===== config.mk =====
export PLATFORM = sky130hd
export DESIGN_NAME = short_string_id_encoder
export DESIGN_NICKNAME = d
export VERILOG_FILES = /design/src/design/ssid_pkg.sv /design/src/design/short_string_id_encoder.sv
export SDC_FILE = /design/constraint.sdc
export NUM_CORES = 1
export LEC_CHECK = 0
export BUFFER_PORTS_ARGS = -buffer_cell sky130_fd_sc_hd__buf_2
export CAP_MARGIN = 20
export CORE_ASPECT_RATIO = 0.5
export CORE_MARGIN = 2
export CORE_UTILIZATION = 55
export CTS_BUF_LIST = sky130_fd_sc_hd__clkbuf_8 sky130_fd_sc_hd__clkbuf_16
export DETAILED_ROUTE_END_ITERATION = 8
export PLACE_DENSITY = 0.73
export SLEW_MARGIN = 0
export SYNTH_ARGS = -nofsm -noshare
export SYNTH_HDL_FRONTEND = slang
export SYNTH_SLANG_ARGS = --single-unit

===== constraint.sdc =====
create_clock -name clk -period 8.75 [get_ports clk]
set_input_delay 0.4375 -clock clk [delete_from_list [all_inputs] [get_ports clk]]
set_output_delay 0.4375 -clock clk [all_outputs]
set_load 0.01 [all_outputs]

===== src/design/ssid_pkg.sv =====
// ----------------------------------------------------------------------------
// ssid_pkg: shared types, constants and character maps
// Payload structs and the two character code maps of the short string
// identifier encoder.
// ----------------------------------------------------------------------------
package ssid_pkg;

  localparam int unsigned HeaderSize = 4;
  localparam int unsigned FiveMaxChars = 12;
  localparam int unsigned SixMaxChars = 10;
  localparam int unsigned FiveBits = 5;
  localparam int unsigned SixBits = 6;
  localparam int unsigned IdWidth = 64;
  localparam int unsigned CountWidth = 4;
  localparam int unsigned ShiftWidth = 6;

  localparam logic [CountWidth-1:0] CountSat = '1;
  localparam logic [IdWidth-1:0] FiveHeader = IdWidth'(0);
  localparam logic [IdWidth-1:0] SixHeader = IdWidth'(1);

  localparam logic [4:0] FiveDash = 5'd27;
  localparam logic [4:0] FiveTwo = 5'd28;
  localparam logic [4:0] FiveFive = 5'd29;
  localparam logic [4:0] FiveSix = 5'd30;
  localparam logic [5:0] SixDash = 6'd27;
  localparam logic [5:0] SixDigitBase = 6'd28;
  localparam logic [5:0] SixUpperBase = 6'd38;

  localparam logic STATUS_OK = 1'b0;
  localparam logic STATUS_INVALID = 1'b1;

  typedef struct packed {
    logic [7:0] char_byte;
    logic       last_char;
  } ssid_in_t;

  typedef struct packed {
    logic [IdWidth-1:0] packed_id;
    logic               status;
  } ssid_out_t;

  // 5-bit code of a byte; zero means the byte is outside the charset.
  function automatic logic [4:0] code_five(input logic [7:0] c);
    logic [7:0] d;
    d = c - 8'h61;
    if (c >= 8'h61 && c <= 8'h7a) return d[4:0] + 5'd1;
    else if (c == 8'h2d) return FiveDash;
    else if (c == 8'h32) return FiveTwo;
    else if (c == 8'h35) return FiveFive;
    else if (c == 8'h36) return FiveSix;
    else return 5'd0;
  endfunction

  // 6-bit code of a byte; zero means the byte is outside the charset.
  function automatic logic [5:0] code_six(input logic [7:0] c);
    logic [7:0] dl;
    logic [7:0] dd;
    logic [7:0] du;
    dl = c - 8'h61;
    dd = c - 8'h30;
    du = c - 8'h41;
    if (c >= 8'h61 && c <= 8'h7a) return {1'b0, dl[4:0]} + 6'd1;
    else if (c == 8'h2d) return SixDash;
    else if (c >= 8'h30 && c <= 8'h39) return {2'b0, dd[3:0]} + SixDigitBase;
    else if (c >= 8'h41 && c <= 8'h5a) return {1'b0, du[4:0]} + SixUpperBase;
    else return 6'd0;
  endfunction

endpackage


===== src/design/short_string_id_encoder.sv =====
// ----------------------------------------------------------------------------
// short_string_id_encoder: packs a short string into a 64-bit identifier
// The block takes one byte per transfer, first character first, and builds
// a 5-bit packing (a-z, '-', '2', '5', '6', up to 12 characters, header 0)
// and a 6-bit packing (a-z, '-', 0-9, A-Z, up to 10 characters, header 1)
// side by side. On the byte marked last it returns one identifier: the
// 5-bit packing if valid, else the 6-bit one, else id 0 with status 1.
// One byte is taken every cycle; the result for the last byte is registered
// into the output register, or into the skid entry while a stalled result
// holds it. This two-entry output buffer lets the input keep flowing while a
// result waits, and the input stalls only when both entries are full.
// ----------------------------------------------------------------------------
module short_string_id_encoder (
  input  logic               clk,
  input  logic               rst,
  input  logic               char_valid,
  output logic               char_stall,
  input  ssid_pkg::ssid_in_t char_data,
  output logic               id_valid,
  input  logic               id_stall,
  output ssid_pkg::ssid_out_t id_data
);
  import ssid_pkg::*;

  logic [IdWidth-1:0]    acc_five;
  logic [IdWidth-1:0]    acc_six;
  logic                  five_ok;
  logic                  six_ok;
  logic [CountWidth-1:0] char_count;
  logic                  skid_valid;
  ssid_out_t             skid_data;

  logic                  char_accept;
  logic                  id_take;
  logic [4:0]            code5;
  logic [5:0]            code6;
  logic [ShiftWidth-1:0] shift5;
  logic [ShiftWidth-1:0] shift6;
  logic                  five_ok_next;
  logic                  six_ok_next;
  logic [IdWidth-1:0]    acc_five_next;
  logic [IdWidth-1:0]    acc_six_next;
  logic                  result_valid;
  ssid_out_t             result;

  assign char_stall  = skid_valid;
  assign char_accept = char_valid && !char_stall;
  assign id_take     = id_valid && !id_stall;

  assign code5  = code_five(char_data.char_byte);
  assign code6  = code_six(char_data.char_byte);
  assign shift5 = ShiftWidth'(HeaderSize) +
                  ShiftWidth'({2'b00, char_count}) * ShiftWidth'(FiveBits);
  assign shift6 = ShiftWidth'(HeaderSize) +
                  ShiftWidth'({2'b00, char_count}) * ShiftWidth'(SixBits);

  always_comb begin
    five_ok_next  = five_ok;
    six_ok_next   = six_ok;
    acc_five_next = acc_five;
    acc_six_next  = acc_six;
    if (char_count >= CountWidth'(FiveMaxChars) || code5 == 5'd0) begin
      five_ok_next = 1'b0;
    end else begin
      acc_five_next = acc_five | (IdWidth'(code5) << shift5);
    end
    if (char_count >= CountWidth'(SixMaxChars) || code6 == 6'd0) begin
      six_ok_next = 1'b0;
    end else begin
      acc_six_next = acc_six | (IdWidth'(code6) << shift6);
    end

    result_valid = char_accept && char_data.last_char;
    priority if (five_ok_next) begin
      result.packed_id = acc_five_next;
      result.status    = STATUS_OK;
    end else if (six_ok_next) begin
      result.packed_id = acc_six_next;
      result.status    = STATUS_OK;
    end else begin
      result.packed_id = '0;
      result.status    = STATUS_INVALID;
    end
  end

  always_ff @(posedge clk) begin
    if (rst) begin
      acc_five   <= FiveHeader;
      acc_six    <= SixHeader;
      five_ok    <= 1'b1;
      six_ok     <= 1'b1;
      char_count <= '0;
    end else if (char_accept) begin
      if (char_data.last_char) begin
        acc_five   <= FiveHeader;
        acc_six    <= SixHeader;
        five_ok    <= 1'b1;
        six_ok     <= 1'b1;
        char_count <= '0;
      end else begin
        acc_five <= acc_five_next;
        acc_six  <= acc_six_next;
        five_ok  <= five_ok_next;
        six_ok   <= six_ok_next;
        if (char_count != CountSat) begin
          char_count <= char_count + CountWidth'(1);
        end
      end
    end
  end

  // The skid entry only fills while the output register holds a stalled
  // result; it drains into the output register on the next transfer.
  always_ff @(posedge clk) begin
    if (rst) begin
      id_valid   <= 1'b0;
      skid_valid <= 1'b0;
    end else if (skid_valid) begin
      if (id_take) begin
        skid_valid <= 1'b0;
      end
    end else if (!id_valid || id_take) begin
      id_valid <= result_valid;
    end else if (result_valid) begin
      skid_valid <= 1'b1;
    end
  end

  always_ff @(posedge clk) begin
    if (skid_valid) begin
      if (id_take) begin
        id_data <= skid_data;
      end
    end else if (!id_valid || id_take) begin
      if (result_valid) begin
        id_data <= result;
      end
    end else if (result_valid) begin
      skid_data <= result;
    end
  end

  a_skid_needs_output: assert property (@(posedge clk) disable iff (rst)
    skid_valid |-> id_valid)
    else $error("skid entry full while output register is empty");

  a_invalid_is_zero: assert property (@(posedge clk) disable iff (rst)
    (id_valid && id_data.status == STATUS_INVALID) |-> id_data.packed_id == '0)
    else $error("invalid result carries a nonzero id");

  a_header_ok: assert property (@(posedge clk) disable iff (rst)
    (id_valid && id_data.status == STATUS_OK) |->
      (id_data.packed_id[3:0] == 4'd0 || id_data.packed_id[3:0] == 4'd1))
    else $error("valid result has a bad header nibble");

  a_string_restart: assert property (@(posedge clk) disable iff (rst)
    (char_accept && char_data.last_char) |=>
      (char_count == '0 && five_ok && six_ok && acc_six == SixHeader))
    else $error("state not restored after the last byte");

endmodule

==> qor.yml <==
cells_and_area:
  utilization_pct: 62.4
  instances_no_fill: 1666
  final_nets: 1378
  drive_gt1_share_pct: 17.9
  layout-area-overhead-vs-synth_pct: 9.96
  antenna_cells: 0
  postLayoutCellArea_um2: 14400
hold_path:
  hold_class: "input port to flip-flop"
detailed_routing:
  drc: 0
  wl_per_cell_um: 23.4
  postRouteAntennaNets: 0
  vias_per_cell: 6.68
  wirelength_um: 39100
  dr.pass1.iters: 7
  vias: 11100
  drt_iter0_drc: 1298
clock_tree:
  post_cts_buffers: 0
  clock_sinks: 266
  cts_tree: "yes"
  cts.clk_slew.worst_paths_ns: 0.07
  hold_buffers: 0
  clk_latency_ns: 0.54
  htreeDepth: 1
  cts_resized: 0
  cts_made_buffers: 24
  clockRootBuffer: "clkbuf_16"
  clk_path_buf_depth: 3
synthesis:
  avgSynthCellArea_um2: 10.0
  synth_top_cell_by_area: "edfxtp_1"
  synth.area.top_cells: "edfxtp_1 30%, dfxtp_1 21%, a31oi_1 5.4%"
  synth_flop_cell: "dfxtp_1"
  synth_cell_type_count: 86
  postSynth.asyncResetShare_pct: 0
  netlist.area_leader.share_pct: 29.8
  netlist_area_um2: 13100
  synth_nets: 1344
  yosysSeqAreaShare_pct: 50.6
  syn_inst: 1307
  synth-seq-cells: 266
  yosysWarnings: 0
  synth_edf_count: 130
placed_design:
  gp_congestion: 0.908
  dp_hpwl_um: 26200
  dp.cells: 1620
  io_buffer_count: 79
  post_dp_cell_area_um2: 13700
flow_run:
  cap_violations: 0
timing:
  skew_ns: 0.0134
  layout_min_cycle_time_ns: 5.35
  max_freq_mhz: 187
  hold_ws_ns: 0.181
  max_slew.worst_pin.slew_ns: 1.24
  maxSlewViolCount: 0
  final.setup.tns_ns: 0
  period_share_pct: 61.2
  setup_viol_count_final: 0
  hold_violations: 0
  rsz0062_at_grt: "false"
  maxSlewHeadroom_pct: 16.9
global_routing:
  antenna_found_initial: 0
  grt_overflow: 0
  grt_pass1_wl_um: 60300
  grt_usage_pct: 30.7
  grt_max_degree: 90
  grt_pass1_vias: 10500
die:
  io_pins: 80
  core_um2: 23100
  design.die.area_um2: 25100
  rows: 39
  fp.dieH_um: 113
  die_w_um: 222
  initial_core_util_pct: 56.7
critical_path:
  start_kind: "input port"
  crit_arrival_ns: 5.73
  critPathKind: "input port to flip-flop"
  cp-end-kind: "flip-flop"
  crit_family: "simple AND/OR/NAND/NOR gates"
  crit_slowest_cell: "nand3_2"
  cp_common_cell: "buf_4"
  slowest_delay_ns: 0.84
  path_max_fanout: 61
  cp.buffers_inverters: 4
  crit_chain: "buf_2 -> inv_1 -> ha_1 -> nor2b_1 -> o21ai_1 -> and3_1 -> o21ai_2 -> o21a_1 -> o211ai_4 -> buf_4 -> nand3_2 -> buf_4 -> or2_2 -> o221ai_1"
  cp.required_ns: 9.12
power:
  power_leakage_nw: 5.06
  ir_drop_v: 0.000145
  power_density_nw_per_um2: 185
run_status:
  status: "complete, no violations"
synthesized netlist by cell type (8+ instances only):
master      n
o21ai_0    51
o21a_1     11
nor2b_1    17
a21o_1     10
a21oi_1   114
o22ai_1    57
a22o_1      8
o211ai_1   11
nor2_1    170
nand2b_1   14
and2_1     19
nor3_1     12
a211oi_1    8
nand4_1     8
dfxtp_1   136
nand2_1    60
buf_2      28
buf_4       8
mux2_2     52
clkbuf_1   52
a31oi_1   113
ha_1       22
edfxtp_1  130
inv_1      24
xnor2_1     9
nand3_1    19
through the flow:
| step | total power [mW] | worst slack [ns] |
|---|---|---|
| global route | 2.73 | 3.10 |
| CTS | 2.65 | 3.51 |
| floorplan | 1.58 | 2.36 |
| global placement | 1.67 | 3.11 |
| finish | 2.66 | 3.40 |
| detailed placement | 1.67 | 2.98 |
worst reg2reg max path, delay by kind of cell (launching register included):
family	cells	cell delay [ns]
AO/OA/AOI/OAI	2	1.14
flip-flops	1	0.75
buffers and inverters	1	0.05
adder cells (fa/ha/maj)	4	1.16
AND/OR/NAND/NOR	3	0.85
XOR/XNOR	2	1.28
registers in the layout, indices dropped and copies added (netlist names):
register and count:
id_data 65, skid_data 65, acc_five 64, acc_six 64, char_count 4, char_stall 1, five_ok 1, id_valid 1
six_ok 1
per-layer routing:
layer | vias up | wire length (µm) | GRT usage (%)
met3 | 81 | 4630 | 8.18
met5 | - | 0 | 0
met4 | 0 | 836 | 8.33
met2 | 654 | 16300 | 44.8
met1 | 5392 | 17300 | 45.1
li1 | 5007 | - | -
placed cells by master (no fill, tap or decap), types with 11 or more instances in the layout:
cell and n:
o211ai_1 11, buf_4 21, nor2_1 169, nor2b_1 16, mux2_2 52, ha_1 22, and2_1 19, clkbuf_16 24
a21oi_1 113, edfxtp_1 130, nand3_1 18, buf_2 79, inv_1 35, nand2b_1 13, o21a_1 11, a31oi_1 113
dfxtp_1 135, o21ai_0 51, nor3_1 12, o22ai_1 57, nand2_1 60
power by group:
part | internal [mW] | switching [mW]
clock network | 0.532 | 0.474
logic | 0.0813 | 0.246
registers | 1.32 | 0.00708
cell type report:
class	instances	area, µm²
clock buffers	24	601
flip-flops and latches	266	6630
multi-input cells	923	6010
well taps	307	384
inverters	26	97.6
clock inverters	20	129
fillers	1842	8680
repair buffers	100	553
final timing paths:
path,startpoint,endpoint,slack (ns),cells after the start
max reg2reg,char_count[1],acc_five[57],3.45,12
min,rst,char_count[2],0.18,2
max,char_data[1],id_data[27],3.40,14
min reg2reg,acc_six[56],acc_six[56],0.46,2
cell families (layout without fill, tap and decap cells):
| family | after synthesis | count (layout) | synth area share [%] |
|---|---|---|---|
| adders and majority gates | 24 | 24 | 2.41 |
| muxes | 57 | 57 | 4.95 |
| xor gates and xnor gates | 14 | 14 | 1.04 |
| AOI/OAI and AO/OA | 477 | 477 | 24.6 |
| DFF | 266 | 266 | 50.6 |
| and+or+nand+nor | 351 | 351 | 12.5 |
| buffers and inverters | 118 | 170 | 3.95 |
Note: power is estimated with default switching activity, not from simulation.
